===== src/rtl/pas_pkg.sv =====
// Shared types and constants for the pool affinity selector.
// No dependencies; used by the controller, the datapath and the top level.
`default_nettype none

package pas_pkg;

    localparam int unsigned SLOT_W   = 3;
    localparam int unsigned SOCKET_W = 8;
    localparam int unsigned USES_W   = 16;
    localparam int unsigned S_DATA_W = 40;
    localparam int unsigned M_DATA_W = 8;

    localparam logic [USES_W-1:0] FALLBACK_LIMIT = 16'h8000;
    localparam logic [USES_W-1:0] COUNT_MAX      = 16'hFFFF;

    localparam logic KIND_LOAD    = 1'b0;
    localparam logic KIND_REQUEST = 1'b1;

    typedef struct packed {
        logic load;
        logic start;
        logic scan;
        logic cap_hit;
        logic cap_none;
        logic bump;
        logic publish;
    } t_cmd;

    typedef struct packed {
        logic hit;
        logic done;
        logic have_fb;
        logic out_free;
    } t_sts;

endpackage

`default_nettype wire


===== src/rtl/pas_datapath.sv =====
// Datapath of the pool affinity selector: entry storage, scan pipeline, result register.
// Depends on pas_pkg; driven by pas_controller through t_cmd and t_sts.
`default_nettype none

module pas_datapath #(
    parameter int unsigned ENTRIES = 8
) (
    input  wire                             i_clk,
    input  wire                             i_rst_n,
    input  wire pas_pkg::t_cmd              i_cmd,
    output pas_pkg::t_sts                   o_sts,
    input  wire [pas_pkg::SLOT_W-1:0]       i_slot,
    input  wire                             i_slot_present,
    input  wire                             i_slot_any,
    input  wire [pas_pkg::SOCKET_W-1:0]     i_slot_socket,
    input  wire [pas_pkg::USES_W-1:0]       i_slot_uses,
    input  wire [pas_pkg::SOCKET_W-1:0]     i_want_socket,
    input  wire                             i_m_ready,
    output logic                            o_m_valid,
    output logic                            o_found,
    output logic [pas_pkg::SLOT_W-1:0]      o_chosen_slot,
    output logic                            o_from_fallback
);

    localparam int unsigned IDX_W = (ENTRIES > 1) ? $clog2(ENTRIES) : 1;
    localparam int unsigned CNT_W = $clog2(ENTRIES + 1);
    localparam int unsigned XW    = IDX_W + pas_pkg::SLOT_W;

    logic [ENTRIES-1:0]           r_present;
    logic                         any_mem  [ENTRIES];
    logic [pas_pkg::SOCKET_W-1:0] sock_mem [ENTRIES];
    logic [pas_pkg::USES_W-1:0]   uses_mem [ENTRIES];

    logic                         r_rd_any;
    logic [pas_pkg::SOCKET_W-1:0] r_rd_sock;
    logic [pas_pkg::USES_W-1:0]   r_rd_uses;

    logic [pas_pkg::SOCKET_W-1:0] r_want;
    logic [CNT_W-1:0]             r_rd_idx;
    logic                         r_ev_valid;
    logic [IDX_W-1:0]             r_ev_idx;
    logic [pas_pkg::USES_W-1:0]   r_best;
    logic [IDX_W-1:0]             r_fb_idx;
    logic                         r_have_fb;

    logic                         r_pend_found;
    logic [pas_pkg::SLOT_W-1:0]   r_pend_slot;
    logic                         r_pend_fb;

    logic                         r_out_valid;
    logic                         r_out_found;
    logic [pas_pkg::SLOT_W-1:0]   r_out_slot;
    logic                         r_out_fb;

    logic [XW-1:0]                slot_ext;
    logic                         slot_ok;
    logic [IDX_W-1:0]             wr_idx;
    logic                         rd_in;
    logic [IDX_W-1:0]             rd_addr;
    logic                         ev_take;
    logic                         hit;
    logic                         fb_better;
    logic [pas_pkg::USES_W-1:0]   bumped;
    logic [XW-1:0]                ev_ext;
    logic [XW-1:0]                fb_ext;

    assign slot_ext  = {{IDX_W{1'b0}}, i_slot};
    assign slot_ok   = slot_ext < XW'(ENTRIES);
    assign wr_idx    = slot_ext[IDX_W-1:0];
    assign rd_in     = r_rd_idx < CNT_W'(ENTRIES);
    assign rd_addr   = r_rd_idx[IDX_W-1:0];
    assign ev_take   = r_ev_valid && r_present[r_ev_idx];
    assign hit       = ev_take && !r_rd_any && (r_rd_sock == r_want);
    assign fb_better = ev_take && r_rd_any && (r_rd_uses < r_best);
    assign bumped    = (r_best == pas_pkg::COUNT_MAX) ? r_best
                     : r_best + {{(pas_pkg::USES_W-1){1'b0}}, 1'b1};
    assign ev_ext    = {{pas_pkg::SLOT_W{1'b0}}, r_ev_idx};
    assign fb_ext    = {{pas_pkg::SLOT_W{1'b0}}, r_fb_idx};

    assign o_sts.hit      = hit;
    assign o_sts.done     = !r_ev_valid && !rd_in;
    assign o_sts.have_fb  = r_have_fb;
    assign o_sts.out_free = !r_out_valid || i_m_ready;

    always_ff @(posedge i_clk) begin
        if (!i_rst_n) begin
            r_present <= '0;
        end else if (i_cmd.load && slot_ok) begin
            r_present[wr_idx] <= i_slot_present;
        end
    end

    always_ff @(posedge i_clk) begin
        if (i_cmd.load && slot_ok) begin
            any_mem[wr_idx]  <= i_slot_any;
            sock_mem[wr_idx] <= i_slot_socket;
        end
    end

    always_ff @(posedge i_clk) begin
        if (i_cmd.load && slot_ok) begin
            uses_mem[wr_idx] <= i_slot_uses;
        end else if (i_cmd.bump) begin
            uses_mem[r_fb_idx] <= bumped;
        end
    end

    always_ff @(posedge i_clk) begin
        if (i_cmd.scan && rd_in) begin
            r_rd_any  <= any_mem[rd_addr];
            r_rd_sock <= sock_mem[rd_addr];
            r_rd_uses <= uses_mem[rd_addr];
        end
    end

    always_ff @(posedge i_clk) begin
        if (!i_rst_n) begin
            r_rd_idx   <= '0;
            r_ev_valid <= 1'b0;
            r_have_fb  <= 1'b0;
        end else if (i_cmd.start) begin
            r_rd_idx   <= '0;
            r_ev_valid <= 1'b0;
            r_have_fb  <= 1'b0;
        end else if (i_cmd.scan) begin
            if (rd_in) begin
                r_rd_idx <= r_rd_idx + CNT_W'(1);
            end
            r_ev_valid <= rd_in;
            if (fb_better) begin
                r_have_fb <= 1'b1;
            end
        end
    end

    always_ff @(posedge i_clk) begin
        if (i_cmd.start) begin
            r_want <= i_want_socket;
            r_best <= pas_pkg::FALLBACK_LIMIT;
        end else if (i_cmd.scan) begin
            r_ev_idx <= rd_addr;
            if (fb_better) begin
                r_best   <= r_rd_uses;
                r_fb_idx <= r_ev_idx;
            end
        end
    end

    always_ff @(posedge i_clk) begin
        if (i_cmd.cap_hit) begin
            r_pend_found <= 1'b1;
            r_pend_slot  <= ev_ext[pas_pkg::SLOT_W-1:0];
            r_pend_fb    <= 1'b0;
        end else if (i_cmd.cap_none) begin
            r_pend_found <= 1'b0;
            r_pend_slot  <= '0;
            r_pend_fb    <= 1'b0;
        end else if (i_cmd.bump) begin
            r_pend_found <= 1'b1;
            r_pend_slot  <= fb_ext[pas_pkg::SLOT_W-1:0];
            r_pend_fb    <= 1'b1;
        end
    end

    always_ff @(posedge i_clk) begin
        if (!i_rst_n) begin
            r_out_valid <= 1'b0;
        end else if (i_cmd.publish) begin
            r_out_valid <= 1'b1;
        end else if (i_m_ready) begin
            r_out_valid <= 1'b0;
        end
    end

    always_ff @(posedge i_clk) begin
        if (i_cmd.publish) begin
            r_out_found <= r_pend_found;
            r_out_slot  <= r_pend_slot;
            r_out_fb    <= r_pend_fb;
        end
    end

    assign o_m_valid       = r_out_valid;
    assign o_found         = r_out_found;
    assign o_chosen_slot   = r_out_slot;
    assign o_from_fallback = r_out_fb;

`ifndef SYNTH
    a_fb_has_candidate: assert property (@(posedge i_clk) disable iff (!i_rst_n)
        i_cmd.bump |-> (r_have_fb && (r_best < pas_pkg::FALLBACK_LIMIT)))
        else $error("bump without a fallback candidate below the limit");

    a_publish_free: assert property (@(posedge i_clk) disable iff (!i_rst_n)
        i_cmd.publish |-> (!r_out_valid || i_m_ready))
        else $error("result published over an untaken beat");

    a_not_found_zero: assert property (@(posedge i_clk) disable iff (!i_rst_n)
        (r_out_valid && !r_out_found) |-> ((r_out_slot == '0) && !r_out_fb))
        else $error("not-found beat carries a slot or fallback mark");
`endif

endmodule

`default_nettype wire


===== src/rtl/pas_controller.sv =====
// Controller of the pool affinity selector: accepts beats and sequences the scan.
// Depends on pas_pkg; drives pas_datapath through t_cmd and reads t_sts.
`default_nettype none

module pas_controller (
    input  wire                 i_clk,
    input  wire                 i_rst_n,
    input  wire                 i_s_valid,
    input  wire                 i_kind,
    output logic                o_s_ready,
    output pas_pkg::t_cmd       o_cmd,
    input  wire pas_pkg::t_sts  i_sts
);

    typedef enum logic [1:0] {
        ST_IDLE,
        ST_SCAN,
        ST_BUMP,
        ST_POST
    } t_state;

    t_state r_state;
    t_state n_state;
    logic   accept;

    assign accept    = i_s_valid && (r_state == ST_IDLE);
    assign o_s_ready = (r_state == ST_IDLE);

    always_comb begin
        o_cmd          = '0;
        n_state        = r_state;
        o_cmd.load     = accept && (i_kind == pas_pkg::KIND_LOAD);
        o_cmd.start    = accept && (i_kind == pas_pkg::KIND_REQUEST);
        unique case (r_state)
            ST_IDLE: begin
                if (o_cmd.start) begin
                    n_state = ST_SCAN;
                end
            end
            ST_SCAN: begin
                o_cmd.scan = 1'b1;
                if (i_sts.hit) begin
                    o_cmd.cap_hit = 1'b1;
                    n_state       = ST_POST;
                end else if (i_sts.done) begin
                    if (i_sts.have_fb) begin
                        n_state = ST_BUMP;
                    end else begin
                        o_cmd.cap_none = 1'b1;
                        n_state        = ST_POST;
                    end
                end
            end
            ST_BUMP: begin
                o_cmd.bump = 1'b1;
                n_state    = ST_POST;
            end
            ST_POST: begin
                if (i_sts.out_free) begin
                    o_cmd.publish = 1'b1;
                    n_state       = ST_IDLE;
                end
            end
            default: begin
                n_state = ST_IDLE;
            end
        endcase
    end

    always_ff @(posedge i_clk) begin
        if (!i_rst_n) begin
            r_state <= ST_IDLE;
        end else begin
            r_state <= n_state;
        end
    end

`ifndef SYNTH
    a_scan_closed: assert property (@(posedge i_clk) disable iff (!i_rst_n)
        (r_state == ST_SCAN) |-> !o_s_ready)
        else $error("input open during scan");

    a_start_scans: assert property (@(posedge i_clk) disable iff (!i_rst_n)
        o_cmd.start |=> (r_state == ST_SCAN))
        else $error("request did not enter scan");

    a_single_capture: assert property (@(posedge i_clk) disable iff (!i_rst_n)
        $countones({o_cmd.cap_hit, o_cmd.cap_none, o_cmd.bump, o_cmd.publish}) <= 1)
        else $error("conflicting result commands");
`endif

endmodule

`default_nettype wire


===== src/rtl/pool_affinity_selector.sv =====
// Top level of the pool affinity selector: stream ports and field packing.
// Depends on pas_pkg, pas_controller and pas_datapath.
`default_nettype none

// A load beat (tuser = 0) writes one table entry and returns no result; the
// next beat can follow at once. A request beat (tuser = 1) scans the table one
// entry per cycle through a registered read of the entry store. A socket match
// ends the scan; the result goes to a pending register and then to the output
// register. With no match the whole table is scanned, and when an any-socket
// entry is picked its count is bumped before the result is published. The
// result waits while the previous result still waits on the output register.
// The input is closed while a request is in flight.
module pool_affinity_selector #(
    parameter int unsigned ENTRIES = 8
) (
    input  wire                            i_clk,
    input  wire                            i_rst_n,
    input  wire                            i_s_tvalid,
    output logic                           o_s_tready,
    // slot[2:0], slot_present[3], slot_any[4], slot_socket[12:5],
    // slot_uses[28:13], want_socket[36:29], zero[39:37]
    input  wire [pas_pkg::S_DATA_W-1:0]    i_s_tdata,
    // kind[0]
    input  wire                            i_s_tuser,
    output logic                           o_m_tvalid,
    input  wire                            i_m_tready,
    // found[0], chosen_slot[3:1], from_fallback[4], zero[7:5]
    output logic [pas_pkg::M_DATA_W-1:0]   o_m_tdata
);

    pas_pkg::t_cmd               cmd;
    pas_pkg::t_sts               sts;
    logic                        found;
    logic [pas_pkg::SLOT_W-1:0]  chosen_slot;
    logic                        from_fallback;

    pas_controller u_ctrl (
        .i_clk     (i_clk),
        .i_rst_n   (i_rst_n),
        .i_s_valid (i_s_tvalid),
        .i_kind    (i_s_tuser),
        .o_s_ready (o_s_tready),
        .o_cmd     (cmd),
        .i_sts     (sts)
    );

    pas_datapath #(
        .ENTRIES (ENTRIES)
    ) u_dp (
        .i_clk           (i_clk),
        .i_rst_n         (i_rst_n),
        .i_cmd           (cmd),
        .o_sts           (sts),
        .i_slot          (i_s_tdata[2:0]),
        .i_slot_present  (i_s_tdata[3]),
        .i_slot_any      (i_s_tdata[4]),
        .i_slot_socket   (i_s_tdata[12:5]),
        .i_slot_uses     (i_s_tdata[28:13]),
        .i_want_socket   (i_s_tdata[36:29]),
        .i_m_ready       (i_m_tready),
        .o_m_valid       (o_m_tvalid),
        .o_found         (found),
        .o_chosen_slot   (chosen_slot),
        .o_from_fallback (from_fallback)
    );

    assign o_m_tdata = {3'b000, from_fallback, chosen_slot, found};

endmodule

`default_nettype wire

===== config.mk =====
export PLATFORM = sky130hd
export DESIGN_NAME = pool_affinity_selector
export DESIGN_NICKNAME = d
export VERILOG_FILES = /design/src/rtl/pas_pkg.sv /design/src/rtl/pas_datapath.sv /design/src/rtl/pas_controller.sv /design/src/rtl/pool_affinity_selector.sv
export SDC_FILE = /design/constraint.sdc
export NUM_CORES = 1
export LEC_CHECK = 0
export BUFFER_PORTS_ARGS = -buffer_cell sky130_fd_sc_hd__buf_2
export CORE_MARGIN = 4
export CORE_UTILIZATION = 25
export CTS_CLUSTER_SIZE = 8
export DETAILED_ROUTE_END_ITERATION = 6
export PLACE_DENSITY = 0.5
export SLEW_MARGIN = 25
export SYNTH_ARGS = -nofsm -noshare
export SYNTH_HDL_FRONTEND = slang
export SYNTH_SLANG_ARGS = --single-unit

===== constraint.sdc =====
create_clock -name i_clk -period 5.6 [get_ports i_clk]
set_input_delay 1.12 -clock i_clk [delete_from_list [all_inputs] [get_ports i_clk]]
set_output_delay 1.12 -clock i_clk [all_outputs]
set_load 0.1 [all_outputs]

==> metrics <==
status finished clean; Rel. slew slack a little under two fifths; Slew Limit Fails 0; crit path kind flop to flop; Clock transition at path regs 50 ps; #FFs+latches synth about 280; Die W 224 µm; I/O Buffers 48; die area 0.0502 mm²; most frequent cells in the layout edfxtp_1, nand2_1, mux4_2; Post-Place Worst Slack 1940 ps; yosys warns 0; CTS Buffer Depth 3; PnR worst setup slack 2500 ps; max_cap viols 0; Syn Inst Count 705; RSZ-0062 raised after global routing no; final period utilization 55.3%; Initial DRC Count 328; H-tree depth 2; Post-Route Setup TNS 0 ps; clock root buffer clkbuf_16; CP max stage delay 740 ps; post-route DRC violation count 0; Clk Latency, worst-skew pair about 530 ps; row cnt 78; Pleak 4.58 nW; PnR Total Power roughly 5.7 mW; post_cts resized 0; Via density 4.34; fmax ~320 MHz; CP cell instances inv_1, ha_1, nand2_1, or3_1, mux2_2, nor2_1, buf_4; RD Place Congestion roughly 0.77; detailed-route via count about 6100; critical path's slowest cell nor2_1; area of the multi-input gates 0.00332 mm²; Final Setup Violations 0; final net count roughly 850; WL final 25800 µm; crit path launch type flop; post-CTS setup buffers 0; Max VDD drop 0.186 mV; Detailed Place HPWL 16300 µm; CP Capture Type flop; post-synthesis sequential area ratio between 60 and 70%; Hold Crit Class flop to flop; hold_buf cts 0; first-pass GRT wire length 39400 µm; commonest non-fill, non-tap cell in the layout edfxtp_1; final hold vios 0; ANT nets after route 0; pwr/cell area 413 mW/mm²; Area growth, synth to finish 18.8%; initial antenna violation count 2; Synth cell types 49; CTS sink cnt 282; drt pass-1 iters 4; total CTS buffers 41; clock skew 22.7 ps; GR Util All Layers 10.3%; core area ~0.046 mm²; GR Overflow Total 0; largest net degree at the start of global routing 55; Post-Syn Area ~0.012 mm²; worst hold slack approximately 420 ps; Initial Util 25.5%; number of synthesized flops with an enable pin 247; WP data required 5800 ps; share of cells above drive strength 1 26.2%; top_reg_cell synth edfxtp_1; antenna fix cells 0; fillers 4480; sequential cell area 0.00813 mm²; Post-Route Utilization 30.3%; height of the die 224 µm; worst reg-to-reg path cell count 7; number of global-route vias before repair between 6000 and 7000; I/O pin total 55; Routed WL per cell 18.3 µm; CTS tree built; WP data arrival 3300 ps; hold depth 0; worst-path fanout max 9; Post-synth ARST share 0%; Avg Inst Size Synth between 15 and 20 µm²; min Tclk post-route 3100 ps; Worst-Margin Slew 946 ps
-- cell usage after synthesis, drive strengths merged (2+ instances only) --
cell type | number | area, µm²
a211oi | 2 | 15.0
a21boi | 2 | 15.0
a21o | 2 | 15.0
a21oi | 26 | 130
a31oi | 5 | 31.3
a41oi | 2 | 17.5
and4 | 6 | 52.6
buf | 12 | 85.1
clkbuf | 22 | 82.6
dfxtp | 35 | 701
edfxtp | 247 | 7420
ha | 21 | 263
inv | 25 | 93.8
mux2 | 33 | 372
mux2i | 28 | 280
mux4 | 50 | 1130
nand2 | 52 | 195
nand2b | 3 | 18.8
nand3 | 9 | 45.0
nand4 | 7 | 43.8
nor2 | 48 | 180
nor2b | 6 | 37.5
nor3 | 8 | 40.0
nor3b | 2 | 25.0
nor4 | 3 | 18.8
o2111ai | 2 | 17.5
o21ai | 9 | 45.0
or3 | 2 | 12.5
xnor2 | 17 | 149
xor2 | 2 | 17.5
-- cell type report --
cell class | count | area share, %
sequential | 282 | 58.6
multi-input combinational | 365 | 24.0
clock buffer | 63 | 8.00
tap | 600 | 5.42
timing repair buffer | 70 | 2.93
inverter | 26 | 0.704
clock inverter | 4 | 0.361
-- critical path: cells and delay by family (launching register included) --
kind / cells / cell delay (ps)
fa+ha+maj: 1 / 280
simple gates: 3 / 1280
buf+inv: 2 / 490
mux: 1 / 380
flops: 1 / 330
-- cell families after synthesis --
kind of cell	Yosys count	synth area share, %
flops	282	69.6
simple gates	154	6.26
mux	111	15.2
buf+inv	60	2.27
compound gates	57	2.95
fa+ha+maj	21	2.25
xor+xnor	19	1.43
other cells	1	0.0321
-- stage by stage --
step | instance area (µm²) | cells
3_3_place_gp | 12700 | 1343
6_report | 13900 | 1410
5_1_grt | 13900 | 1410
3_5_place_dp | 12700 | 1343
2_1_floorplan | 11700 | 707
4_1_cts | 13900 | 1410
-- power breakdown --
part | switching [mW] | total [mW] | leakage, nW | internal [mW]
clock | 0.847 | 2.20 | 0.554 | 1.35
combinational | 0.483 | 0.835 | 1.50 | 0.353
sequential | 0.126 | 2.69 | 2.52 | 2.56
-- flip-flops by register name (all words and copies together), names as in the netlist, 4 cells and up --
register        count
u_dp.r_present      8
u_dp.uses_mem     128
u_dp.r_want         8
u_dp.sock_mem      64
u_dp.r_rd_idx       4
u_dp.r_best        16
u_dp.r_rd_uses     16
u_dp.any_mem        8
u_dp.r_rd_sock      8
-- path summary, 6_finish.rpt --
check	from	end	slack, ps
min	u_dp.r_pend_slot[2]	u_dp.o_chosen_slot[2]	420
min reg2reg	u_dp.r_pend_slot[2]	u_dp.o_chosen_slot[2]	420
max	u_ctrl.r_state[0]	u_dp.uses_mem[6][10]	2500
max reg2reg	u_ctrl.r_state[0]	u_dp.uses_mem[6][10]	2500
-- routing by layer --
layer	vias up	wire length [µm]	global-route usage (%)
li1	2876	-	-
met1	3119	12000	14.1
met2	93	12200	16.4
met3	34	1110	2.18
met4	4	455	3.18
met5	-	27	0
Note: power is estimated with default switching activity, not from simulation.
